## src/hdl/assert_macros.svh

```systemverilog
// ----------------------------------------------------------------------------
// Assertion macros
// Concurrent assertion helpers for the block, clocked on clk and disabled
// while rst_n is low. They compile to nothing when SYNTHESIS is defined.
// ----------------------------------------------------------------------------
`ifndef ASSERT_MACROS_SVH
`define ASSERT_MACROS_SVH
`ifndef SYNTHESIS
`define NAT_ASSERT(lbl, prop, msg) \
  lbl: assert property (@(posedge clk) disable iff (!rst_n) prop) else $error(msg);
`define NAT_IMPLY(lbl, ante, cons, msg) \
  lbl: assert property (@(posedge clk) disable iff (!rst_n) (ante) |-> (cons)) else $error(msg);
`else
`define NAT_ASSERT(lbl, prop, msg)
`define NAT_IMPLY(lbl, ante, cons, msg)
`endif
`endif

```

## src/hdl/nat_pkg.sv

```systemverilog
// ----------------------------------------------------------------------------
// Network address table package
// Field widths, flag layout, request codes and sequencer states used by
// the address table.
// ----------------------------------------------------------------------------
`default_nettype none

package nat_pkg;

  localparam int ENTRIES_DEF = 32;

  localparam int REQ_W   = 3;
  localparam int USER_W  = 4;
  localparam int SHORT_W = 16;
  localparam int LONG_W  = 64;
  localparam int SLOT_W  = 5;
  localparam int FLAG_W  = 6;

  localparam int FLAG_USED  = 4;
  localparam int FLAG_DIRTY = 5;

  typedef enum logic [REQ_W-1:0] {
    REQ_UPDATE       = 3'd0,
    REQ_LOOKUP_SHORT = 3'd1,
    REQ_LOOKUP_LONG  = 3'd2,
    REQ_GET          = 3'd3,
    REQ_ADD_REF      = 3'd4,
    REQ_RELEASE      = 3'd5
  } nat_req_t;

  typedef enum logic [1:0] {
    ST_IDLE,
    ST_SCAN,
    ST_SLOT_RD,
    ST_SLOT_CHK
  } nat_state_t;

endpackage

`default_nettype wire

```

## src/hdl/network_address_table_top.sv

```systemverilog
// ----------------------------------------------------------------------------
// Network address table
// Maps short network addresses to extended addresses with per-entry user
// bits, a used mark and a dirty mark.
// ----------------------------------------------------------------------------
// A request beat is taken when start is high and busy is low; busy then stays
// high until the request has finished. Update and both lookups walk the table
// one entry per cycle through the single read port of the address RAM, so
// they finish after the last entry or early on a hit. Get, add-reference and
// release read one entry. The result beat is shown for exactly one cycle with
// out_valid high and cannot be held off, so it must be captured when it
// appears. The used marks are cleared at reset, which empties the table at
// once.
`default_nettype none

`include "assert_macros.svh"

module network_address_table_top #(
  parameter int ENTRIES = nat_pkg::ENTRIES_DEF
) (
  input  wire logic                        clk,
  input  wire logic                        rst_n,
  input  wire logic                        start,
  output logic                             busy,
  input  wire logic [nat_pkg::REQ_W-1:0]   in_req_type,
  input  wire logic [nat_pkg::USER_W-1:0]  in_user_bits,
  input  wire logic [nat_pkg::SHORT_W-1:0] in_short_addr,
  input  wire logic [nat_pkg::LONG_W-1:0]  in_long_addr,
  input  wire logic [nat_pkg::SLOT_W-1:0]  in_slot,
  output logic                             out_valid,
  output logic                             out_ok,
  output logic      [nat_pkg::SLOT_W-1:0]  out_found_slot,
  output logic      [nat_pkg::SHORT_W-1:0] out_found_short,
  output logic      [nat_pkg::LONG_W-1:0]  out_found_long,
  output logic                             out_table_full
);

  import nat_pkg::*;

  localparam int IW    = $clog2(ENTRIES);
  localparam int CW    = $clog2(ENTRIES + 1);
  localparam int SW    = (IW > SLOT_W) ? IW : SLOT_W;
  localparam int RAM_W = SHORT_W + LONG_W;

  nat_state_t state_r, state_nxt;

  logic [REQ_W-1:0]   req_r, req_nxt;
  logic [USER_W-1:0]  user_r, user_nxt;
  logic [SHORT_W-1:0] sa_r, sa_nxt;
  logic [LONG_W-1:0]  la_r, la_nxt;
  logic               slot_go_r, slot_go_nxt;

  logic [IW:0]   scan_idx_r, scan_idx_nxt;
  logic          cmp_vld_r, cmp_vld_nxt;
  logic [IW-1:0] cmp_idx_r, cmp_idx_nxt;
  logic          sh_hit_r, sh_hit_nxt;
  logic [IW-1:0] sh_idx_r, sh_idx_nxt;
  logic          free_hit_r, free_hit_nxt;
  logic [IW-1:0] free_idx_r, free_idx_nxt;

  logic [FLAG_W-1:0] flags_r [ENTRIES];
  logic [CW-1:0]     used_cnt_r, used_cnt_nxt;

  logic               out_valid_r, out_valid_nxt;
  logic               out_ok_r, out_ok_nxt;
  logic [SLOT_W-1:0]  out_slot_r, out_slot_nxt;
  logic [SHORT_W-1:0] out_short_r, out_short_nxt;
  logic [LONG_W-1:0]  out_long_r, out_long_nxt;
  logic               out_full_r, out_full_nxt;

  logic [SW:0]         slot_ext;
  logic                slot_ok;
  logic [IW-1:0]       ram_raddr;
  logic [RAM_W-1:0]    ram_rdata;
  logic                ram_we;
  logic [FLAG_W-1:0]   fl_rd;
  logic                cur_used;
  logic [USER_W-1:0]   cur_user;
  logic [SHORT_W-1:0]  rd_short;
  logic [LONG_W-1:0]   rd_long;
  logic                long_eq, short_eq, user_eq;
  logic                scan_issue, scan_last, scan_done;
  logic                commit, res_ok, flag_we, cnt_inc, full_after;
  logic [IW-1:0]       res_idx;
  logic [SW-1:0]       res_idx_w;
  logic [SHORT_W-1:0]  res_short;
  logic [LONG_W-1:0]   res_long;
  logic [FLAG_W-1:0]   flag_wdata;

  assign slot_ext = (SW + 1)'(in_slot);
  assign slot_ok  = slot_ext < (SW + 1)'(ENTRIES);

  assign fl_rd    = flags_r[cmp_idx_r];
  assign cur_used = fl_rd[FLAG_USED];
  assign cur_user = fl_rd[USER_W-1:0];
  assign rd_short = ram_rdata[LONG_W +: SHORT_W];
  assign rd_long  = ram_rdata[LONG_W-1:0];
  assign long_eq  = rd_long == la_r;
  assign short_eq = rd_short == sa_r;
  assign user_eq  = cur_user == user_r;

  assign scan_issue = (state_r == ST_SCAN) && (scan_idx_r < (IW + 1)'(ENTRIES));
  assign scan_last  = cmp_idx_r == IW'(ENTRIES - 1);
  assign ram_raddr  = (state_r == ST_SCAN) ? scan_idx_r[IW-1:0] : cmp_idx_r;

  nat_ram #(
    .WIDTH(RAM_W),
    .DEPTH(ENTRIES)
  ) u_addr_ram (
    .clk  (clk),
    .we   (ram_we),
    .waddr(res_idx),
    .wdata({sa_r, la_r}),
    .raddr(ram_raddr),
    .rdata(ram_rdata)
  );

  always_comb begin
    state_nxt = state_r;
    case (state_r)
      ST_IDLE: begin
        if (start) begin
          if (in_req_type inside {REQ_UPDATE, REQ_LOOKUP_SHORT, REQ_LOOKUP_LONG}) begin
            state_nxt = ST_SCAN;
          end else begin
            state_nxt = ST_SLOT_RD;
          end
        end
      end
      ST_SCAN: begin
        if (scan_done) begin
          state_nxt = ST_IDLE;
        end
      end
      ST_SLOT_RD:  state_nxt = ST_SLOT_CHK;
      ST_SLOT_CHK: state_nxt = ST_IDLE;
      default:     state_nxt = ST_IDLE;
    endcase
  end

  always_comb begin
    req_nxt      = req_r;
    user_nxt     = user_r;
    sa_nxt       = sa_r;
    la_nxt       = la_r;
    slot_go_nxt  = slot_go_r;
    scan_idx_nxt = scan_idx_r;
    cmp_vld_nxt  = cmp_vld_r;
    cmp_idx_nxt  = cmp_idx_r;
    sh_hit_nxt   = sh_hit_r;
    sh_idx_nxt   = sh_idx_r;
    free_hit_nxt = free_hit_r;
    free_idx_nxt = free_idx_r;
    commit       = 1'b0;
    res_ok       = 1'b0;
    res_idx      = cmp_idx_r;
    res_short    = rd_short;
    res_long     = rd_long;
    ram_we       = 1'b0;
    flag_we      = 1'b0;
    flag_wdata   = fl_rd;
    cnt_inc      = 1'b0;
    scan_done    = 1'b0;
    case (state_r)
      ST_IDLE: begin
        if (start) begin
          req_nxt      = in_req_type;
          user_nxt     = in_user_bits;
          sa_nxt       = in_short_addr;
          la_nxt       = in_long_addr;
          slot_go_nxt  = slot_ok && (in_user_bits != '0);
          scan_idx_nxt = '0;
          cmp_vld_nxt  = 1'b0;
          cmp_idx_nxt  = slot_ext[IW-1:0];
          sh_hit_nxt   = 1'b0;
          free_hit_nxt = 1'b0;
        end
      end
      ST_SCAN: begin
        if (scan_issue) begin
          scan_idx_nxt = scan_idx_r + (IW + 1)'(1);
        end
        cmp_vld_nxt = scan_issue;
        cmp_idx_nxt = scan_idx_r[IW-1:0];
        if (cmp_vld_r) begin
          case (req_r)
            REQ_UPDATE: begin
              if (cur_used && long_eq) begin
                commit = 1'b1;
                res_ok = 1'b1;
              end else begin
                if (cur_used && short_eq && !sh_hit_r) begin
                  sh_hit_nxt = 1'b1;
                  sh_idx_nxt = cmp_idx_r;
                end
                if (!cur_used && !free_hit_r) begin
                  free_hit_nxt = 1'b1;
                  free_idx_nxt = cmp_idx_r;
                end
                if (scan_last) begin
                  commit = 1'b1;
                  if (sh_hit_r || (cur_used && short_eq)) begin
                    res_ok  = 1'b1;
                    res_idx = sh_hit_r ? sh_idx_r : cmp_idx_r;
                  end else if (free_hit_r || !cur_used) begin
                    res_ok  = 1'b1;
                    res_idx = free_hit_r ? free_idx_r : cmp_idx_r;
                    cnt_inc = 1'b1;
                  end
                end
              end
              if (res_ok) begin
                ram_we     = 1'b1;
                flag_we    = 1'b1;
                flag_wdata = {1'b1, 1'b1, user_r};
                res_short  = sa_r;
                res_long   = la_r;
              end
            end
            REQ_LOOKUP_SHORT: begin
              if (cur_used && short_eq) begin
                commit = 1'b1;
                res_ok = 1'b1;
              end else if (scan_last) begin
                commit = 1'b1;
              end
            end
            REQ_LOOKUP_LONG: begin
              if (cur_used && long_eq && user_eq) begin
                commit = 1'b1;
                res_ok = 1'b1;
              end else if (scan_last) begin
                commit = 1'b1;
              end
            end
            default: commit = 1'b1;
          endcase
        end
        scan_done = commit;
      end
      ST_SLOT_CHK: begin
        commit    = 1'b1;
        res_short = cur_used ? rd_short : '0;
        res_long  = cur_used ? rd_long : '0;
        case (req_r)
          REQ_GET: res_ok = slot_go_r && cur_used && user_eq;
          REQ_ADD_REF: begin
            if (slot_go_r && !user_eq) begin
              res_ok     = 1'b1;
              flag_we    = 1'b1;
              flag_wdata = {1'b1, cur_used, cur_user | user_r};
            end
          end
          REQ_RELEASE: begin
            if (slot_go_r) begin
              res_ok     = 1'b1;
              flag_we    = 1'b1;
              flag_wdata = {1'b1, cur_used, cur_user & ~user_r};
            end
          end
          default: res_ok = 1'b0;
        endcase
      end
      default: begin
      end
    endcase
  end

  assign used_cnt_nxt = used_cnt_r + CW'(cnt_inc);
  assign full_after   = used_cnt_nxt == CW'(ENTRIES);
  assign res_idx_w    = SW'(res_idx);

  always_comb begin
    out_valid_nxt = 1'b0;
    out_ok_nxt    = out_ok_r;
    out_slot_nxt  = out_slot_r;
    out_short_nxt = out_short_r;
    out_long_nxt  = out_long_r;
    out_full_nxt  = out_full_r;
    if (commit) begin
      out_valid_nxt = 1'b1;
      out_ok_nxt    = res_ok;
      out_slot_nxt  = res_ok ? res_idx_w[SLOT_W-1:0] : '0;
      out_short_nxt = res_ok ? res_short : '0;
      out_long_nxt  = res_ok ? res_long : '0;
      out_full_nxt  = full_after;
    end
  end

  always_ff @(posedge clk) begin
    if (!rst_n) begin
      state_r     <= ST_IDLE;
      out_valid_r <= 1'b0;
      used_cnt_r  <= '0;
      for (int i = 0; i < ENTRIES; i++) begin
        flags_r[i] <= '0;
      end
    end else begin
      state_r     <= state_nxt;
      out_valid_r <= out_valid_nxt;
      used_cnt_r  <= used_cnt_nxt;
      if (flag_we) begin
        flags_r[res_idx] <= flag_wdata;
      end
    end
  end

  always_ff @(posedge clk) begin
    req_r       <= req_nxt;
    user_r      <= user_nxt;
    sa_r        <= sa_nxt;
    la_r        <= la_nxt;
    slot_go_r   <= slot_go_nxt;
    scan_idx_r  <= scan_idx_nxt;
    cmp_vld_r   <= cmp_vld_nxt;
    cmp_idx_r   <= cmp_idx_nxt;
    sh_hit_r    <= sh_hit_nxt;
    sh_idx_r    <= sh_idx_nxt;
    free_hit_r  <= free_hit_nxt;
    free_idx_r  <= free_idx_nxt;
    out_ok_r    <= out_ok_nxt;
    out_slot_r  <= out_slot_nxt;
    out_short_r <= out_short_nxt;
    out_long_r  <= out_long_nxt;
    out_full_r  <= out_full_nxt;
  end

  assign busy            = state_r != ST_IDLE;
  assign out_valid       = out_valid_r;
  assign out_ok          = out_ok_r;
  assign out_found_slot  = out_slot_r;
  assign out_found_short = out_short_r;
  assign out_found_long  = out_long_r;
  assign out_table_full  = out_full_r;

  `NAT_ASSERT(a_accept_goes_busy, (start && !busy) |=> busy, "accepted beat did not raise busy")
  `NAT_ASSERT(a_strobe_single, out_valid |=> !out_valid, "result strobe held for two cycles")
  `NAT_IMPLY(a_count_range, 1'b1, used_cnt_r <= CW'(ENTRIES), "used count beyond table size")
  `NAT_IMPLY(a_full_matches, out_valid, out_table_full == (used_cnt_r == CW'(ENTRIES)), "full flag disagrees with used count")

endmodule

`default_nettype wire

```

## src/hdl/nat_ram.sv

```systemverilog
// ----------------------------------------------------------------------------
// Generic RAM
// Single write port, single read port, read data registered.
// ----------------------------------------------------------------------------
`default_nettype none

module nat_ram #(
  parameter int WIDTH = 8,
  parameter int DEPTH = 32
) (
  input  wire logic                     clk,
  input  wire logic                     we,
  input  wire logic [$clog2(DEPTH)-1:0] waddr,
  input  wire logic [WIDTH-1:0]         wdata,
  input  wire logic [$clog2(DEPTH)-1:0] raddr,
  output logic      [WIDTH-1:0]         rdata
);

  logic [WIDTH-1:0] mem [DEPTH];
  logic [WIDTH-1:0] rdata_r;

  always_ff @(posedge clk) begin
    if (we) begin
      mem[waddr] <= wdata;
    end
    rdata_r <= mem[raddr];
  end

  assign rdata = rdata_r;

endmodule

`default_nettype wire
```

## config.mk

```make
export PLATFORM = sky130hd
export DESIGN_NAME = network_address_table_top
export DESIGN_NICKNAME = d
export VERILOG_FILES = /design/src/hdl/nat_pkg.sv /design/src/hdl/network_address_table_top.sv /design/src/hdl/nat_ram.sv
export VERILOG_INCLUDE_DIRS = /design/src /design/src/hdl
export SDC_FILE = /design/constraint.sdc
export NUM_CORES = 2
export LEC_CHECK = 0
export BUFFER_PORTS_ARGS = -buffer_cell sky130_fd_sc_hd__buf_2
export CORE_AREA = 2 2 544 546
export DETAILED_ROUTE_END_ITERATION = 7
export DIE_AREA = 0 0 546 548
export MAX_ROUTING_LAYER = met4
export PLACE_DENSITY_LB_ADDON = 0.08
export RECOVER_POWER = 100
export REMOVE_ABC_BUFFERS = 1
export SYNTH_ARGS = -nofsm -noshare
export SYNTH_HDL_FRONTEND = slang
export SYNTH_SLANG_ARGS = --single-unit
```

## constraint.sdc

```tcl
create_clock -name clk -period 7.5 [get_ports clk]
set_clock_uncertainty 0.2 [all_clocks]
set_input_delay 0.375 -clock clk [delete_from_list [all_inputs] [get_ports clk]]
set_output_delay 0.375 -clock clk [all_outputs]
set_load 0.02 [all_outputs]
```

Word level (Yosys, flattened, before mapping)

Memory sizes are Yosys's and may differ from the RTL's. A register that Yosys moved wholly into a read port is not among the register bits.
Cells that the tools add are included.

Bits in writable memories: 2,752
Output and inout bits: 89
Input port bits: 95
Register bits after elaboration: 208
Memories: 2

Memory list:

| memory         | depth | bits a word | rd ports | clocked after Yosys merged registers in | wr ports | line                            | source |
|---|---|---|---|---|---|---|---|
| u_addr_ram.mem | 32    | 80          | 1        | 1                                       | 1        | nat_ram.sv:19                   | `logic [WIDTH-1:0] mem [DEPTH];` |
| flags_r        | 32    | 6           | 1        | 1                                       | 32       | network_address_table_top.sv:61 | `logic [FLAG_W-1:0] flags_r [ENTRIES];` |

Bitwise gates (word level): 4
Order comparisons: 2
Reductions and logical operators: 32
Equal/unequal tests: 23
Add/subtract/negate cells: 2
Multiplexer cells: 94

Operators with widths:

| operator              | count |
|---|---|
| $mux W64              | 4 |
| $pmux W64 S2          | 1 |
| $mux W5               | 13 |
| $eq A64 B64 Y1        | 1 |
| $mux W16              | 4 |
| $mux W6               | 8 |
| $mux W1               | 45 |
| $pmux W6 S2           | 3 |
| $pmux W16 S2          | 1 |
| $eq A16 B16 Y1        | 1 |
| $pmux W1 S2           | 7 |
| $reduce_and A6 Y1     | 2 |
| $logic_and A1 B1 Y1   | 10 |
| $ne A2 B2 Y1 const B  | 5 |
| $pmux W5 S2           | 1 |
| $reduce_and A5 Y1     | 2 |
| $eq A3 B2 Y1 const B  | 3 |
| $pmux W1 S3           | 3 |
| $pmux W2 S4           | 1 |
| $add A6 B1 Y6         | 1 |
| $add A6 B1 Y6 const B | 1 |
| $eq A3 B1 Y1 const B  | 2 |
| $eq A3 B3 Y1 const B  | 2 |
| $eq A6 B6 Y1 const B  | 1 |
| 22 further kinds      | 35 |

Logic depth before layout (Yosys ltp)

Word-level depth: 18
Depth in mapped cells: 15
Gate-level depth less buffers: 12

Modules after synthesis

From an unflattened synthesis, not the netlist that was laid out.

Cells, all modules: 5,990
Area, all modules: 116,381.6 um^2

Modules (own cells, without submodules):

| module                    | instances | area an instance (um^2) | cells an instance |
|---|---|---|---|
| nat_ram                   | 1         | 98,903.6                | 4,683 |
| network_address_table_top | 1         | 17,478.0                | 1,307 |

Least setup slack after synthesis

OpenSTA, ideal clock, no wires.

Path type: reg2reg
Start point: register sa_r[6]
End point: memory u_addr_ram.mem[14][0] (netlist bit), enable pin
Clock period less this slack: 6.953 ns
Slack: 0.547 ns
Cell stages (with the launch flop): 12
Required time: 6.781 ns
Arrival time: 6.234 ns
Library setup time: 0.519 ns
Cells stage by stage: edfxtp_1 xnor2_1 nand4_1 nor4_2 inv_1 a21oi_4 a2111oi_2 a2bb2oi_4 or3_1 buf_4 buf_2 nor2_1

Longest elaborated chain between the ends: 15
Elaborated cells between the ends (all ways): 21
Classes of those cells: eq/ne (1); mux (18); reduce/logical (2)

RTL lines:

| item                          | line                             | source |
|---|---|---|
| start, declared               | network_address_table_top.sv:49  | `logic [SHORT_W-1:0] sa_r, sa_nxt;` |
| start signal, assigned        | network_address_table_top.sv:311 | `sa_r <= sa_nxt;` |
| $eq A16 B16 Y1 (*)            | network_address_table_top.sv:99  | `assign short_eq = rd_short == sa_r;` |
| $logic_and A1 B1 Y1 (*)       | network_address_table_top.sv:202 | `if (sh_hit_r \|\| (cur_used && short_eq)) begin` |
| $logic_or A1 B1 Y1 (*)        | network_address_table_top.sv:202 |  |
| $mux W1                       | network_address_table_top.sv:202 |  |
| $mux W1                       | network_address_table_top.sv:200 | `if (scan_last) begin` |
| $mux W1                       | network_address_table_top.sv:188 | `if (cur_used && long_eq) begin` |
| $mux W1                       | network_address_table_top.sv:186 | `case (req_r)` |
| $mux W1                       | network_address_table_top.sv:185 | `if (cmp_vld_r) begin` |
| $mux W1                       | network_address_table_top.sv:164 | `case (state_r)` |
| $mux W1                       | network_address_table_top.sv:212 | `if (res_ok) begin` |
| $mux W1                       | network_address_table_top.sv:186 |  |
| $mux W1                       | network_address_table_top.sv:185 |  |
| $mux W1                       | network_address_table_top.sv:164 |  |
| $mux W1                       | nat_ram.sv:23                    | `if (we) begin` |
| $mux W1 (implied by the code) | nat_ram.sv:24                    | `mem[waddr] <= wdata;` |
| end, declared                 | nat_ram.sv:19                    |  |

Every way passes the cells marked *; elsewhere a longest branch is shown, timed or not. The select of a mux whose other input is x is not followed.

Final worst setup path

Start point: register la_r[1]
End point: memory u_addr_ram.mem[11][36] (netlist bit), enable pin

Longest elaborated chain between the ends: 12
Elaborated cells between the ends (all ways): 16
Classes of those cells: eq/ne (1); mux (14); reduce/logical (1)

RTL lines:

| item                          | line                             | source |
|---|---|---|
| start, declared               | network_address_table_top.sv:50  | `logic [LONG_W-1:0] la_r, la_nxt;` |
| start signal, assigned        | network_address_table_top.sv:312 | `la_r <= la_nxt;` |
| $eq A64 B64 Y1 (*)            | network_address_table_top.sv:98  | `assign long_eq = rd_long == la_r;` |
| $logic_and A1 B1 Y1 (*)       | network_address_table_top.sv:188 |  |
| $mux W1                       | network_address_table_top.sv:188 |  |
| $mux W1                       | network_address_table_top.sv:186 |  |
| $mux W1                       | network_address_table_top.sv:185 |  |
| $mux W1                       | network_address_table_top.sv:164 |  |
| $mux W1                       | network_address_table_top.sv:212 |  |
| $mux W1                       | network_address_table_top.sv:186 |  |
| $mux W1                       | network_address_table_top.sv:185 |  |
| $mux W1                       | network_address_table_top.sv:164 |  |
| $mux W1                       | nat_ram.sv:23                    |  |
| $mux W1 (implied by the code) | nat_ram.sv:24                    |  |

Marks and branches as above.

==> flow_metrics.tcl <==
set metrics [dict create \
    status "finished, violations left" \
    violations "capacitance limit, slew limit" \
    port_buffers 183 \
    power.leakage_nw 43.93 \
    cts_made_buffers 329 \
    drv_slew 1579 \
    r2r_setup_slack_ps 600 \
    drive_gt1_share_pct 21.76 \
    clkSinkCount 3013 \
    hold_class "in2reg" \
    crit_start "la_r[1]" \
    fmax_mhz 144.9 \
    start_util_pct 39.82 \
    fp.dieW_um 546 \
    syn_inst 6128 \
    dp_hpwl_um 213400 \
    critical_path_cell_count 13 \
    multi_input_area_um2 25750 \
    rr_worst_depth 13 \
    yosys_warnings 0 \
    maxCapViolCount 49 \
    die-area_um2 299200 \
    core_um2 293100 \
    ys_seq_area_share_pct 76.72 \
    grt_max_degree 91 \
    hold_violations 0 \
    layout_min_cycle_time_ps 6900 \
    drtPass1Iterations 5 \
    drt_iter0_drc 6683 \
    r2r-start "la_r[1]" \
    placed_cells_incl_taps 10220 \
    cts_tree "yes" \
    drc 0 \
    cp_top_family "buffers and inverters" \
    cts_resized 0 \
    setup_tns_ps 0 \
    startpoint_type "flop" \
    power.density_nw_per_um2 305.6 \
    crit_chain "clkbuf_1, xor2_1, nor4_1, nand4_1, nor4_2, buf_4, o21ai_2, o22ai_4, buf_4, nand3_1, buf_4, nor2_4, clkbuf_2" \
    nets 6900 \
    synth_edf_count 2919 \
    worstMarginPinSlew_ps 3449 \
    async_reset_ff_share_pct 0 \
    fin_cells 10990 \
    cp.required_ps 7860 \
    ir_drop_uv 277.0 \
    setup_violations 0 \
    place.gp.congestion 0.8357 \
    cp_num_buf_inv 5 \
    track_usage_pct 24.61 \
    clk_pin_slew_ps 60 \
    antenna_found_initial 14 \
    clkLatencyLatePin_ps 920 \
    synth.ff_latch_count 3013 \
    cp_common_cell "buf_4" \
    vias 62170 \
    ys.flop_type "edfxtp_1" \
    timing.final.crit_share_pct 91.99 \
    regArea_um2 89540 \
    rsz0062_at_grt "false" \
    synth.distinct_cells 69 \
    clockRootBuffer "clkbuf_16" \
    grt_pass1_vias 63160 \
    crit_arrival_ps 7250 \
    num_rows 199 \
    cp_max_fo 34 \
    routedWlPerCell_um 32.73 \
    cp_slowest_stage_delay_ps 1130 \
    fillers 25100 \
    area_growth_pct 17.33 \
    r2r-end "u_addr_ram.mem[11][36]" \
    die_h_um 548 \
    crit_type "reg2reg" \
    critPathCapture "u_addr_ram.mem[11][36]" \
    clk_path_buf_depth 4 \
    postLayoutCoreUtil_pct 46.72 \
    grt_pass1_wl_um 506900 \
    htreeDepth 5 \
    grt-ovfl-total 0 \
    hold_path_depth 2 \
    crit_slowest_cell "clkbuf_1" \
    crit_path_end_kind "flop" \
    avgSynthCellArea_um2 19.04 \
    ioPinCount 184 \
    via_per_inst 5.657 \
    slew_headroom_pct -130.0 \
    syn-cell-area_um2 116700 \
    wl_um 359800 \
    antenna_left 0 \
]
==> state kept, by name (all words and copies together) (netlist names), 2 cells and up, named ones only <==
signal and cells:
cmp_idx_r 5, u_addr_ram.rdata 80, sh_idx_r 5, used_cnt_r 6, user_r 4, out_found_long 64, out_found_short 16, sa_r 16
out_found_slot 5, req_r 3, flags_r 160, la_r 64, scan_idx_r 6, u_addr_ram.mem 2560, free_idx_r 5, state_r 2
==> per-layer routing <==
metal	share of wire (%)	up-vias	global-route usage [%]
met1	44	33930	34.48
met4	2.4	0	5.430
met2	48	1968	38.88
li1	-	25840	-
met5	0	-	-
met3	5.4	435	2.973
==> cells by family (layout without fill, tap and decap cells) <==
family | count (synthesis) | after routing | share of synthesized area [%]
fa+ha+maj | 11 | 11 | 0.1179
xor+xnor | 89 | 89 | 0.6679
simple gates | 1582 | 1582 | 5.941
other cells | 0 | 8 | 0
flops | 3013 | 3013 | 76.72
compound gates | 358 | 358 | 1.830
mux | 703 | 703 | 13.32
buf+inv | 372 | 1308 | 1.398
==> final cells by class <==
type                       instances  area share [%]
antenna                            8         0.01462
clock buffer                     441           6.597
clock inverter                   160           1.189
inverter                          18         0.05665
multi-input combinational       2743           18.81
sequential                      3013           65.39
tap                             3919           3.581
timing repair buffer             689           4.366
==> worst reg2reg max path: stages, from the launching register on <==
cell      delay (ps)
edfxtp_1         320
clkbuf_1        1130
xor2_1           560
nor4_1           630
nand4_1          200
nor4_2           580
buf_4            250
o21ai_2          190
o22ai_4          320
buf_4            570
nand3_1          180
buf_4            250
nor2_4           690
clkbuf_2         490
==> cell usage after synthesis, types with 3 or more instances <==
master	number	area [um^2]
xnor2_1	20	175.2
nor4_1	20	125.1
mux2_2	3	33.78
buf_1	61	229.0
xor2_1	69	604.3
a31oi_1	15	93.84
nor2_1	177	664.4
buf_6	8	90.09
a21o_1	3	22.52
and3_1	4	25.02
or3_1	4	25.02
clkbuf_1	173	649.4
ha_1	11	137.6
buf_2	101	505.5
or2_2	3	18.77
nor3b_2	8	100.1
a21oi_1	105	525.5
a2111oi_4	3	82.58
edfxtp_1	2919	87650
nand2_1	841	3157
buf_4	10	75.07
and2_1	12	75.07
nand3_2	5	50.05
o2bb2ai_1	4	35.03
nor3b_1	14	105.1
nand3_1	418	2092
a2bb2oi_2	3	45.04
dfxtp_1	94	1882
inv_1	17	63.81
nand2b_1	5	31.28
mux2i_1	20	200.2
o21ai_1	11	55.05
o221ai_2	4	60.06
a22oi_1	3	22.52
nand4_1	27	168.9
mux4_2	680	15310
nor2_2	14	87.58
o221ai_1	4	35.03
nor3_1	14	70.07
nor2b_1	5	31.28
o21ai_0	181	905.9
==> repair_timing <==
item,4_1_cts,5_1_grt
hold endpoints to repair,103,0
hold buffers,161,0
setup buffers,0,0
==> worst min-delay path by stage <==
stage | start | to
6_report | in_long_addr[14] | la_r[14]
5_1_grt | in_long_addr[14] | la_r[14]
4_1_cts | in_long_addr[35] | la_r[35]
3_5_place_dp | la_r[32] | u_addr_ram.mem[9][32]
3_3_place_gp | used_cnt_r[5] | used_cnt_r[5]
2_1_floorplan | used_cnt_r[5] | used_cnt_r[5]
==> cells in the final DEF (no fill, tap or decap), drive strengths merged, types with 6 or more instances in the layout <==
cell,count
a21oi,108
dlygate4sd3,161
buf,289
ha,11
inv,28
clkbuf,680
nor4,21
a31oi,16
edfxtp,2919
dfxtp,94
nor2,191
nand2,841
nor3,15
xor2,69
nand3,424
mux4,680
clkinv,118
diode,8
and2,13
bufinv,26
xnor2,20
clkinvlp,6
nand4,28
nor3b,22
o21ai,194
o221ai,8
mux2i,20
==> metrics by stage <==
step / setup WS [ps] / cell area, um^2 / hold slack (ps) / total power [mW]
global route: 367.2 / 136900 / 68.85 / 43.28
CTS: 1018 / 137700 / 2.338 / 42.33
global placement: 617.4 / 125300 / 294.5 / 26.15
detailed placement: 1028 / 125400 / 317.4 / 26.14
floorplan: -53390 / 115100 / 272.7 / 25.70
finish: 600.5 / 136900 / 77.00 / 41.85
==> where the power goes <==
group | switching (mW) | internal (mW)
clock | 6.75 | 9.39
combinational | 4.08 | 2.30
sequential | 0.408 | 18.9
No activity file was read; power rests on OpenSTA's default activity.
